===== config.mk =====
export PLATFORM = sky130hd
export DESIGN_NAME = length_xor_frame_receiver_core
export DESIGN_NICKNAME = d
export VERILOG_FILES = /design/src/rtl/core/lxfr_pkg.sv /design/src/rtl/core/lxfr_ram.sv /design/src/rtl/core/lxfr_queue.sv /design/src/rtl/core/lxfr_front.sv /design/src/rtl/core/lxfr_back.sv /design/src/rtl/core/length_xor_frame_receiver_core.sv
export SDC_FILE = /design/constraint.sdc
export NUM_CORES = 1
export LEC_CHECK = 0
export BUFFER_PORTS_ARGS = -buffer_cell sky130_fd_sc_hd__buf_2
export CORE_UTILIZATION = 60
export DETAILED_ROUTE_END_ITERATION = 8
export PLACE_DENSITY = 0.78
export SYNTH_ARGS = -nofsm -noshare
export SYNTH_HDL_FRONTEND = slang
export SYNTH_SLANG_ARGS = --single-unit
export TNS_END_PERCENT = 100

===== constraint.sdc =====
create_clock -name clk -period 4.6 [get_ports clk]
set_clock_uncertainty 0.15 [all_clocks]
set_input_delay 0.92 -clock clk [delete_from_list [all_inputs] [get_ports clk]]
set_output_delay 0.92 -clock clk [all_outputs]
set_load 0.01 [all_outputs]

===== src/rtl/core/lxfr_pkg.sv =====
// ----------------------------------------------------------------------------
// lxfr_pkg
// Shared constants and types for the length-prefixed XOR frame receiver.
// ----------------------------------------------------------------------------
package lxfr_pkg;

  localparam int BYTE_W           = 8;
  localparam int POS_W            = 6;
  localparam int LENGTH_INDEX     = 3;
  localparam int HEADER_BYTES_DEF = 4;
  localparam int MAX_PAYLOAD_DEF  = 32;
  localparam int QUEUE_DEPTH      = 2;

  // Back-end replay sequencer states
  typedef enum logic [1:0] {
    B_IDLE,
    B_READ,
    B_SHOW
  } bstate_t;

  // Bank handed back by the replay side once its frame is fully emitted
  typedef struct packed {
    logic valid;
    logic bank;
  } bank_free_t;

endpackage


===== src/rtl/core/lxfr_ram.sv =====
// ----------------------------------------------------------------------------
// lxfr_ram
// Simple dual-port RAM: one write port, one read port with registered data.
// ----------------------------------------------------------------------------
module lxfr_ram #(
  parameter int WIDTH = 8,
  parameter int DEPTH = 64
) (
  input  logic                     clk,
  input  logic                     wr_en,
  input  logic [$clog2(DEPTH)-1:0] wr_addr,
  input  logic [WIDTH-1:0]         wr_data,
  input  logic                     rd_en,
  input  logic [$clog2(DEPTH)-1:0] rd_addr,
  output logic [WIDTH-1:0]         rd_data
);

  logic [WIDTH-1:0] mem [DEPTH];

  always_ff @(posedge clk) begin
    if (wr_en) begin
      mem[wr_addr] <= wr_data;
    end
    if (rd_en) begin
      rd_data <= mem[rd_addr];
    end
  end

endmodule


===== src/rtl/core/lxfr_queue.sv =====
// ----------------------------------------------------------------------------
// lxfr_queue
// Small FIFO carrying verified-frame requests from the front to the back.
// ----------------------------------------------------------------------------
module lxfr_queue #(
  parameter int WIDTH = 8
) (
  input  logic             clk,
  input  logic             rst,
  input  logic             push,
  input  logic [WIDTH-1:0] push_data,
  input  logic             pop,
  output logic             not_empty,
  output logic [WIDTH-1:0] pop_data
);

  localparam int DEPTH = lxfr_pkg::QUEUE_DEPTH;
  localparam int PTR_W = $clog2(DEPTH);
  localparam int CNT_W = $clog2(DEPTH + 1);

  logic [WIDTH-1:0] entry [DEPTH];
  logic [PTR_W-1:0] wr_ptr;
  logic [PTR_W-1:0] rd_ptr;
  logic [CNT_W-1:0] count;

  assign not_empty = (count != '0);
  assign pop_data  = entry[rd_ptr];

  always_ff @(posedge clk) begin
    if (push) begin
      entry[wr_ptr] <= push_data;
    end
  end

  always_ff @(posedge clk) begin
    if (rst) begin
      wr_ptr <= '0;
      rd_ptr <= '0;
      count  <= '0;
    end else begin
      if (push) begin
        wr_ptr <= (wr_ptr == PTR_W'(DEPTH - 1)) ? '0 : wr_ptr + PTR_W'(1);
      end
      if (pop) begin
        rd_ptr <= (rd_ptr == PTR_W'(DEPTH - 1)) ? '0 : rd_ptr + PTR_W'(1);
      end
      if (push && !pop) begin
        count <= count + CNT_W'(1);
      end else if (pop && !push) begin
        count <= count - CNT_W'(1);
      end
    end
  end

endmodule


===== src/rtl/core/lxfr_front.sv =====
// ----------------------------------------------------------------------------
// lxfr_front
// Receive side: store bytes into the current bank, track length and XOR,
// and queue a replay request when the checksum matches.
// ----------------------------------------------------------------------------
module lxfr_front #(
  parameter int HEADER_BYTES = lxfr_pkg::HEADER_BYTES_DEF,
  parameter int MAX_PAYLOAD  = lxfr_pkg::MAX_PAYLOAD_DEF,
  localparam int STORE_DEPTH = HEADER_BYTES + MAX_PAYLOAD,
  localparam int IDX_W       = $clog2(STORE_DEPTH),
  localparam int CNT_W       = $clog2(STORE_DEPTH + 1),
  localparam int CMD_W       = 1 + CNT_W
) (
  input  logic                       clk,
  input  logic                       rst,
  input  logic                       in_valid,
  output logic                       in_stall,
  input  logic [lxfr_pkg::BYTE_W-1:0] rx_byte,
  output logic                       wr_en,
  output logic [IDX_W:0]             wr_addr,
  output logic [lxfr_pkg::BYTE_W-1:0] wr_data,
  output logic                       push,
  output logic [CMD_W-1:0]           push_data,
  input  lxfr_pkg::bank_free_t       bank_free
);

  logic [CNT_W-1:0]            cnt;
  logic [CNT_W-1:0]            body;
  logic [lxfr_pkg::BYTE_W-1:0] xsum;
  logic                        wbank;
  logic [1:0]                  busy;

  logic                        take;
  logic [CNT_W-1:0]            body_now;
  logic                        in_body;
  logic                        is_len;
  logic                        too_long;

  assign in_stall = busy[wbank];
  assign take     = in_valid && !in_stall;
  assign body_now = (cnt < CNT_W'(HEADER_BYTES)) ? CNT_W'(HEADER_BYTES) : body;
  assign in_body  = (cnt < body_now);
  assign is_len   = (cnt == CNT_W'(lxfr_pkg::LENGTH_INDEX));
  assign too_long = (rx_byte > lxfr_pkg::BYTE_W'(MAX_PAYLOAD));

  assign wr_en     = take && in_body;
  assign wr_addr   = {wbank, cnt[IDX_W-1:0]};
  assign wr_data   = rx_byte;
  assign push      = take && !in_body && (rx_byte == xsum);
  assign push_data = {wbank, body_now};

  always_ff @(posedge clk) begin
    if (rst) begin
      cnt   <= '0;
      body  <= CNT_W'(HEADER_BYTES);
      xsum  <= '0;
      wbank <= 1'b0;
      busy  <= '0;
    end else begin
      if (bank_free.valid) begin
        busy[bank_free.bank] <= 1'b0;
      end
      if (take) begin
        if (in_body) begin
          if (is_len && too_long) begin
            // oversized length: drop the frame at once
            cnt  <= '0;
            xsum <= '0;
          end else begin
            cnt  <= cnt + CNT_W'(1);
            xsum <= xsum ^ rx_byte;
          end
          if (is_len) begin
            body <= CNT_W'(HEADER_BYTES) + CNT_W'(rx_byte);
          end
        end else begin
          // checksum byte: hand the bank over on a match, restart either way
          cnt  <= '0;
          xsum <= '0;
          if (rx_byte == xsum) begin
            busy[wbank] <= 1'b1;
            wbank       <= ~wbank;
          end
        end
      end
    end
  end

endmodule


===== src/rtl/core/lxfr_back.sv =====
// ----------------------------------------------------------------------------
// lxfr_back
// Replay side: pop a verified frame request and emit its stored bytes.
// ----------------------------------------------------------------------------
module lxfr_back #(
  parameter int HEADER_BYTES = lxfr_pkg::HEADER_BYTES_DEF,
  parameter int MAX_PAYLOAD  = lxfr_pkg::MAX_PAYLOAD_DEF,
  localparam int STORE_DEPTH = HEADER_BYTES + MAX_PAYLOAD,
  localparam int IDX_W       = $clog2(STORE_DEPTH),
  localparam int CNT_W       = $clog2(STORE_DEPTH + 1),
  localparam int CMD_W       = 1 + CNT_W
) (
  input  logic                        clk,
  input  logic                        rst,
  input  logic                        q_not_empty,
  input  logic [CMD_W-1:0]            q_data,
  output logic                        q_pop,
  output logic                        rd_en,
  output logic [IDX_W:0]              rd_addr,
  output logic                        out_valid,
  input  logic                        out_stall,
  output logic [lxfr_pkg::POS_W-1:0]  byte_position,
  output logic                        last_of_frame,
  output lxfr_pkg::bank_free_t        bank_free
);

  lxfr_pkg::bstate_t state, state_next;
  logic              bank, bank_next;
  logic [CNT_W-1:0]  body, body_next;
  logic [IDX_W-1:0]  idx, idx_next;
  logic              is_last;

  assign is_last       = ((CNT_W'(idx) + CNT_W'(1)) == body);
  assign rd_addr       = {bank, idx};
  assign byte_position = lxfr_pkg::POS_W'(idx);
  assign last_of_frame = is_last;

  always_ff @(posedge clk) begin
    if (rst) begin
      state <= lxfr_pkg::B_IDLE;
      bank  <= 1'b0;
      body  <= '0;
      idx   <= '0;
    end else begin
      state <= state_next;
      bank  <= bank_next;
      body  <= body_next;
      idx   <= idx_next;
    end
  end

  always_comb begin
    state_next     = state;
    bank_next      = bank;
    body_next      = body;
    idx_next       = idx;
    q_pop          = 1'b0;
    rd_en          = 1'b0;
    out_valid      = 1'b0;
    bank_free      = '0;
    case (state)
      lxfr_pkg::B_IDLE: begin
        if (q_not_empty) begin
          q_pop      = 1'b1;
          bank_next  = q_data[CMD_W-1];
          body_next  = q_data[CNT_W-1:0];
          idx_next   = '0;
          state_next = lxfr_pkg::B_READ;
        end
      end
      lxfr_pkg::B_READ: begin
        rd_en      = 1'b1;
        state_next = lxfr_pkg::B_SHOW;
      end
      lxfr_pkg::B_SHOW: begin
        out_valid = 1'b1;
        if (!out_stall) begin
          if (is_last) begin
            bank_free.valid = 1'b1;
            bank_free.bank  = bank;
            state_next      = lxfr_pkg::B_IDLE;
          end else begin
            idx_next   = idx + IDX_W'(1);
            state_next = lxfr_pkg::B_READ;
          end
        end
      end
      default: begin
        state_next = lxfr_pkg::B_IDLE;
      end
    endcase
  end

endmodule


===== src/rtl/core/length_xor_frame_receiver_core.sv =====
// ----------------------------------------------------------------------------
// length_xor_frame_receiver_core
// Length-prefixed frame receiver with XOR checksum and stored-frame replay.
// ----------------------------------------------------------------------------
// Bytes enter on rx_byte at up to one per clock. A frame is HEADER_BYTES
// header bytes (header byte 3 is the payload length), that many payload
// bytes, then one checksum byte equal to the XOR of all header and payload
// bytes. A good frame is replayed on frame_byte with its byte_position and
// last_of_frame on the final byte; a bad checksum drops the frame silently,
// and a length above MAX_PAYLOAD drops it as soon as the length byte
// arrives. The frame store has two banks: the receive side fills one while
// the replay side drains the other, so input is stalled only when both
// banks hold verified frames that are not yet fully emitted. Replay reads
// each stored byte from the RAM, then shows it on the output and holds it
// while out_stall is high, so the next byte is read only once it is taken.
// The store needs no clearing after reset; no item is held off by reset.
// ----------------------------------------------------------------------------
module length_xor_frame_receiver_core #(
  parameter int HEADER_BYTES = lxfr_pkg::HEADER_BYTES_DEF,
  parameter int MAX_PAYLOAD  = lxfr_pkg::MAX_PAYLOAD_DEF
) (
  input  logic                        clk,
  input  logic                        rst,
  // receive byte channel
  input  logic                        in_valid,
  output logic                        in_stall,
  input  logic [lxfr_pkg::BYTE_W-1:0] rx_byte,
  // verified frame byte channel
  output logic                        out_valid,
  input  logic                        out_stall,
  output logic [lxfr_pkg::BYTE_W-1:0] frame_byte,
  output logic [lxfr_pkg::POS_W-1:0]  byte_position,
  output logic                        last_of_frame
);

  localparam int STORE_DEPTH = HEADER_BYTES + MAX_PAYLOAD;
  localparam int IDX_W       = $clog2(STORE_DEPTH);
  localparam int CNT_W       = $clog2(STORE_DEPTH + 1);
  localparam int CMD_W       = 1 + CNT_W;
  // two banks, each addressed by a full index range
  localparam int RAM_DEPTH   = 2 ** (IDX_W + 1);

  // receive side -> frame store
  logic                        wr_en;
  logic [IDX_W:0]              wr_addr;
  logic [lxfr_pkg::BYTE_W-1:0] wr_data;
  // replay side -> frame store
  logic                        rd_en;
  logic [IDX_W:0]              rd_addr;
  // request queue: bank and frame length of each verified frame
  logic                        push;
  logic [CMD_W-1:0]            push_data;
  logic                        q_pop;
  logic                        q_not_empty;
  logic [CMD_W-1:0]            q_data;
  // bank released by the replay side
  lxfr_pkg::bank_free_t        bank_free;

  // Accept, store and check incoming bytes
  lxfr_front #(
    .HEADER_BYTES (HEADER_BYTES),
    .MAX_PAYLOAD  (MAX_PAYLOAD)
  ) u_front (
    .clk       (clk),
    .rst       (rst),
    .in_valid  (in_valid),
    .in_stall  (in_stall),
    .rx_byte   (rx_byte),
    .wr_en     (wr_en),
    .wr_addr   (wr_addr),
    .wr_data   (wr_data),
    .push      (push),
    .push_data (push_data),
    .bank_free (bank_free)
  );

  // Hold verified-frame requests until the replay side is free
  lxfr_queue #(
    .WIDTH (CMD_W)
  ) u_queue (
    .clk       (clk),
    .rst       (rst),
    .push      (push),
    .push_data (push_data),
    .pop       (q_pop),
    .not_empty (q_not_empty),
    .pop_data  (q_data)
  );

  // Double-banked frame store; read data holds while the output stalls
  lxfr_ram #(
    .WIDTH (lxfr_pkg::BYTE_W),
    .DEPTH (RAM_DEPTH)
  ) u_store (
    .clk     (clk),
    .wr_en   (wr_en),
    .wr_addr (wr_addr),
    .wr_data (wr_data),
    .rd_en   (rd_en),
    .rd_addr (rd_addr),
    .rd_data (frame_byte)
  );

  // Replay verified frames byte by byte
  lxfr_back #(
    .HEADER_BYTES (HEADER_BYTES),
    .MAX_PAYLOAD  (MAX_PAYLOAD)
  ) u_back (
    .clk           (clk),
    .rst           (rst),
    .q_not_empty   (q_not_empty),
    .q_data        (q_data),
    .q_pop         (q_pop),
    .rd_en         (rd_en),
    .rd_addr       (rd_addr),
    .out_valid     (out_valid),
    .out_stall     (out_stall),
    .byte_position (byte_position),
    .last_of_frame (last_of_frame),
    .bank_free     (bank_free)
  );

endmodule


== Word level (Yosys, flattened, before mapping) ==
Memories as Yosys holds them, arrays and structs flattened. A register that Yosys moved wholly into a read port is not among the register bits.
Cells that the tools add are included.
W data, S select, Z words.

* Memories kept: 2
* Bits in registers: 35
* Output and inout bits: 17
* Input bits: 12
* Memory bits (writable): 1,038

{| class="wikitable"
|+ Memory list
! memory !! words !! width !! read ports !! clocked after memory_dff !! wr ports !! RTL line !! text
|-
| u_store.mem || 128 || 8 || 1 || 1 || 1 || lxfr_ram.sv:18 || <nowiki>logic [WIDTH-1:0] mem [DEPTH];</nowiki>
|-
| u_queue.entry || 2 || 7 || 1 || 1 || 1 || lxfr_queue.sv:21 || <nowiki>logic [WIDTH-1:0] entry [DEPTH];</nowiki>
|}

* $lt $le $gt $ge: 7
* Reductions and logical operators: 22
* Bitwise operators: 6
* Multiplexer cells: 39
* Add/subtract/negate cells: 7
* Eq/ne operators: 8

{| class="wikitable"
|+ Operator list
! operator !! number
|-
| $mux W6 || 6
|-
| $mux W2 || 12
|-
| $mux W8 || 2
|-
| $mux W1 || 15
|-
| $add A6 B1 Y6 const B || 2
|-
| $pmux W6 S2 || 1
|-
| $logic_and A1 B1 Y1 || 9
|-
| $eq A8 B8 Y1 || 1
|-
| $gt A8 B6 Y1 const B || 1
|-
| $xor A8 B8 Y8 || 1
|-
| $add A3 B6 Y6 const A || 1
|-
| $eq A6 B2 Y1 const B || 1
|-
| $eq A6 B6 Y1 || 1
|-
| $lt A6 B3 Y1 const B || 1
|-
| $lt A6 B6 Y1 || 1
|-
| $ne A2 B2 Y1 const B || 3
|-
| $pmux W2 S3 || 1
|-
| $reduce_and A3 Y1 || 2
|-
| $reduce_bool A2 Y1 || 3
|-
| $logic_not A1 Y1 || 4
|-
| $lt A1 B2 Y1 const B || 2
|-
| $reduce_and A2 Y1 || 2
|-
| $reduce_and A4 Y1 || 1
|-
| $add A1 B1 Y1 const B || 2
|-
| 11 further kinds || 14
|}

== Longest topological paths before layout ==
* Depth after elaboration: 17
* Depth in mapped cells: 13
* Gate-level depth less buffers: 11

== Modules after synthesis ==
Synthesis repeated with hierarchy kept, for this count alone.

* Cell total of the unflattened synthesis: 1,956
* Area, all modules: 42,918.7 um^2

{| class="wikitable"
|+ By module, submodules not included
! module !! seq. area each (um^2) !! instances !! cells each !! area an instance (um^2)
|-
| lxfr_ram || 30,989.7 || 1 || 1,635 || 39,745.6
|-
| lxfr_front || 460.4 || 1 || 183 || 1,596.5
|-
| lxfr_back || 300.3 || 1 || 95 || 870.8
|-
| lxfr_queue || 520.5 || 1 || 43 || 705.7
|}

== Worst setup path before layout ==
Ideal clock, no wire load.

* Path kind: reg2reg
* Start point: register u_front.cnt[5]
* End point: memory u_store.mem[89][0], enable pin
* Setup time: 0.371 ns
* Path buffers: 3
* Cell stages (with the launch flop): 12
* Slack: 0.868 ns
* Data required time: 4.079 ns
* Arrival: 3.211 ns
* Path through: dfxtp_1 clkbuf_1 or4_1 clkbuf_1 nand2_1 ha_1 a21oi_1 o21ai_0 nor3_1 nand3_1 clkbuf_1 nor2_1

* Word-level cells in the longest chain between the ends: 6

{| class="wikitable"
|+ RTL lines
! what !! RTL line !! text
|-
| start, declared || lxfr_front.sv:27 || <nowiki>logic [CNT_W-1:0] cnt;</nowiki>
|-
| start signal, assigned || lxfr_front.sv:70 || <nowiki>cnt <= cnt + CNT_W'(1);</nowiki>
|-
| $lt A6 B3 Y1 || lxfr_front.sv:41 || <nowiki>assign body_now = (cnt < CNT_W'(HEADER_BYTES)) ? CNT_W'(HEADER_BYTES) : body;</nowiki>
|-
| $mux W6 || lxfr_front.sv:41 ||
|-
| $lt A6 B6 Y1 || lxfr_front.sv:42 || <nowiki>assign in_body = (cnt < body_now);</nowiki>
|-
| $logic_and A1 B1 Y1 || lxfr_front.sv:46 || <nowiki>assign wr_en = take && in_body;</nowiki>
|-
| $mux W1 || lxfr_ram.sv:21 || <nowiki>if (wr_en) begin</nowiki>
|-
| $mux W1 (implied by the code) || lxfr_ram.sv:22 || <nowiki>mem[wr_addr] <= wr_data;</nowiki>
|-
| end, declared || lxfr_ram.sv:18 ||
|}

Parallel ways exist; a longest one is shown, timed or not.

== Worst setup path in the final report ==
* Start point: register u_front.cnt[3]
* End point: memory u_store.mem[70][4], enable pin

Same word-level chain as after synthesis.

==> results.txt <==
* Status: completed
* Port buffer count: 28
- Total die area: between 70,000 and 80,000 sq um
* Final worst path period share: 0.9435
- Synth warn: 0
- Int Pwr: 16.18 mW
- Fill cells in the final layout number approximately 4,100.
- Final critical delay including setup and external delays: roughly 4300 ps
* Number of hold-repair buffers added at the cts stage: 0
* CTS H-tree lvls: 3
- After global routing the overflow that remains totals 0.
- Count of unresolved DRC violations after routing: 0
* Max-capacitance violation count: 0
- Synthesized flop and latch total: 1,088
- Placeable core region: 70,030 sq um
* Via count of the first global-routing pass: 20,935
- Via/cell ratio: 6.958
- Number of nets in the layout: 2,030
* Measured slew at the worst slew-check pin: 1244 ps
* Commonest cells after routing, fill and taps aside: 1,046 x edfxtp_1, 336 x mux4_2, 165 x nor2_1, 106 x clkbuf_16, 44 x buf_4
- The first global-routing pass estimated 148.5 mm of wire.
- Setup repair after global routing left no endpoint under its margin.
- Nets in the synthesized netlist: 1,952
- At the worst endpoint, the required time is 4730 ps.
- Relative slew slack: 0.1688
- Registers take 32,270 sq um.
- Crit. Startpoint: u_front.cnt[3]$_SDFFE_PP0P_
* Clock sinks: 1,088
* Portion of the post-synthesis area used by sequential elements: 0.7592
* Crit-path max FO: 13
* Hold Violations, Final: 0
* Slew Limit Fails: 0
* Clock transition at the registers of the reported paths: 60 ps
* Buffer cell driving the clock tree root: clkbuf_16
* Final HPWL from detailed placement: 56.44 mm
* I/O pins: 29
- Counting every instance in the synthesized netlist gives 1,930.
- Entering global routing, the biggest net connects 130 pins.
- Across all layers, the routed design uses 21,048 vias.
* Share of async-settable or async-resettable flops after synthesis: 0
- TritonCTS built the clock tree.
- GP Congestion: a little under 0.9
- Worst hold path cell count: 1
- Excluding fillers, the count of instances in the completed layout stands at about 3,000.
- The slowest stage of the critical path is the or4_1 cell.
* Post CTS Setup Buffer Count: 0
- In this run, distinct cell masters in the synthesized netlist total 48.
- Type of the most critical hold path: register to register
- Capture point of the worst reg-to-reg path: u_store.mem[70][4]$_DFFE_PP_
- Number of instances resized during post-cts repair: 0
- Leading cell type in the layout, fill and taps excluded: edfxtp_1
- Post-synth design cell area: 42,480 sq um
* WP data arrival: between 4000 and 5000 ps
- Stage delay of the slowest cell on the critical path: 660 ps
- Highest achievable clock rate: 230.4 MHz
* Initial antenna violation count: 0
- For the worst-skew pair, the clock arrives at the later sink with an insertion delay of between 600 and 700 ps.
* Number of placed instances, taps included: roughly 2,800
- The number of antenna diodes in the final layout is 0.
* CP Cell Sequence: or4_1 -> nand2_1 -> ha_1 -> a21oi_1 -> o21ai_0 -> nor4_1 -> nand3_1 -> buf_4 -> nor2_1
* Critical path capture point type: register
* Initial cell density of the core: 0.6066
* Iteration-0 DRC Markers: roughly 3,000
- Of the total power, registers draw 0.537.
* Critical R2R Launch: u_front.cnt[3]$_SDFFE_PP0P_
- The worst setup path is launched from a register.
- Of the total power, the clock network draws 0.403.
- In this run the deepest clock path goes through 3 buffers.
- All-layer global routing usage: 0.2946
* Standard-cell rows: between 90 and 100
- The first detailed-routing pass ran for 5 iterations.
- In this run the remaining antenna-violating nets after routing total 0.
* Clock buffer count from CTS: 102
- Psw: 4.381 mW
- The analysis attributes to cell leakage a power of 14.17 nW.
- PnR Total Power: 20.56 mW
- Layout cell share with drive strength beyond 1: 0.2748
- Power spread over the standard cell area amounts to 436.1 nW/um^2.
* Horiz. Die Dim: about 270 microns
- Post-Synthesis Mean Instance Area: 22.01 sq um
- Measured along the y axis, the die boundary spans 268.1 microns.
- Setup violations remaining at the end of the flow were counted as 0.
* Accumulated negative setup slack: 0 ps
* Area added between synthesis and finish: 11.00%
- Of the total power, combinational logic draws 0.059.
- IR analysis of the VDD net gives a maximum drop of approximately 0.00028 V.
* Multi-input gate area in the final layout: 9691 sq um
* Final routed wire length divided by cell count: 33.81 microns
- Ys flop type: edfxtp_1
- Routed wire length: 102.3 mm
* Reg2Reg Depth: 9
* Count of flip-flops with a built-in enable after synthesis: 1,046
- The setup path with the least slack is of type register to register.
- Switching part of the total power: 0.2130
- Critical Path End: u_store.mem[70][4]$_DFFE_PP_
- Register-to-Register Setup Slack: around 260 ps
-- per-stage QoR --
stage	util	cell area [sq um]	hold slack (ps)	setup slack (ps)
after detailed placement	0.6270	43910	337.0	507.9
final	0.6734	47150	340.8	260.0
after global placement	0.6270	43910	320.6	688.6
after floorplan	-	42480	273.7	868.1
after global routing	0.6734	47150	357.5	50.92
after CTS	0.6734	47150	346.1	202.7
-- flip-flops by register name, indices dropped and copies added (netlist names) --
name,cells
u_front.wbank,1
u_front.body,6
u_back.byte_position,6
u_back.bank,1
u_queue.rd_ptr,1
u_front.busy,2
u_store.rd_data,8
u_back.body,6
u_queue.count,2
u_store.mem,1024
u_front.xsum,8
u_queue.entry,14
u_queue.wr_ptr,1
u_back.state,2
u_front.cnt,6
-- power groups by stage --
stage / combinational [mW] / clock, mW / sequential [mW]
detailed placement: 1.20 / 0 / 11.3
global route: 1.29 / 8.69 / 11.1
floorplan: 0.767 / 0 / 11.2
global placement: 1.17 / 0 / 11.3
CTS: 1.22 / 8.34 / 11.0
finish: 1.22 / 8.29 / 11.0
-- how the worst min path moves through the flow --
stage | from | to
5_1_grt | u_front.xsum[6]$_SDFFE_PP0P_ | u_front.xsum[6]$_SDFFE_PP0P_
4_1_cts | u_front.xsum[6]$_SDFFE_PP0P_ | u_front.xsum[6]$_SDFFE_PP0P_
2_1_floorplan | u_front.wbank$_SDFFE_PP0P_ | u_queue.entry[0][6]$_DFFE_PP_
3_5_place_dp | u_front.xsum[6]$_SDFFE_PP0P_ | u_front.xsum[6]$_SDFFE_PP0P_
6_report | u_front.xsum[6]$_SDFFE_PP0P_ | u_front.xsum[6]$_SDFFE_PP0P_
3_3_place_gp | u_front.xsum[5]$_SDFFE_PP0P_ | u_front.xsum[5]$_SDFFE_PP0P_
-- final cells by class --
class,instances,share of cell area
Clock buffer,127,0.05835
Clock inverter,54,0.01053
Inverter,22,0.001751
Multi-Input combinational cell,717,0.2055
Sequential cell,1088,0.6843
Tap cell,940,0.02494
Timing Repair Buffer,77,0.01465
-- logic make-up (layout without fill, tap and decap cells) --
kind of cell | Yosys count | count (layout) | share of synthesized area
AND/OR/NAND/NOR | 275 | 275 | 0.02839
adder cells (fa/ha/maj) | 10 | 10 | 0.002945
multiplexers | 362 | 362 | 0.1845
buffers and inverters | 125 | 280 | 0.01269
AO/OA/AOI/OAI | 52 | 52 | 0.008218
flip-flops | 1088 | 1088 | 0.7592
XOR/XNOR | 18 | 18 | 0.004035
-- synthesized netlist by cell type (3+ instances only) --
master,instances,area share
nor2_1,165,0.015
o21ai_0,7,0.00082
dfxtp_1,42,0.020
clkbuf_1,65,0.0057
nand2b_1,5,0.00074
mux2_2,9,0.0024
buf_4,9,0.0016
edfxtp_1,1046,0.74
buf_2,17,0.0020
nor3b_1,5,0.00088
mux4_2,336,0.18
a221o_1,4,0.00094
and2_1,4,0.00059
nand4_1,3,0.00044
a21oi_1,14,0.0016
mux2i_1,17,0.0040
xnor2_1,13,0.0027
and3_1,5,0.00074
a31oi_1,4,0.00059
buf_1,10,0.00088
inv_1,19,0.0017
nor4_1,4,0.00059
or3_1,3,0.00044
a211oi_1,11,0.0019
nand2_1,34,0.0030
nor3_1,5,0.00059
nand3_1,22,0.0026
or4_1,4,0.00071
nor2b_1,13,0.0019
ha_1,10,0.0029
xor2_1,4,0.00082
-- critical path, delay by kind of cell (launching register included) --
| kind | cells | cell delay [ps] |
|---|---|---|
| simple gates | 5 | 2380 |
| flops | 1 | 450 |
| compound gates | 2 | 410 |
| buf+inv | 1 | 300 |
| fa+ha+maj | 1 | 270 |
-- layer usage --
| layer | GRT usage | routed length (microns) | vias up |
|---|---|---|---|
| met1 | 0.4257 | 38350 | 11099 |
| met5 | 0 | 0 | - |
| li1 | - | - | 8221 |
| met4 | 0.08849 | 2692 | 0 |
| met2 | 0.4633 | 50030 | 1558 |
| met3 | 0.05929 | 11220 | 170 |
(Power assumes the default switching activity.)
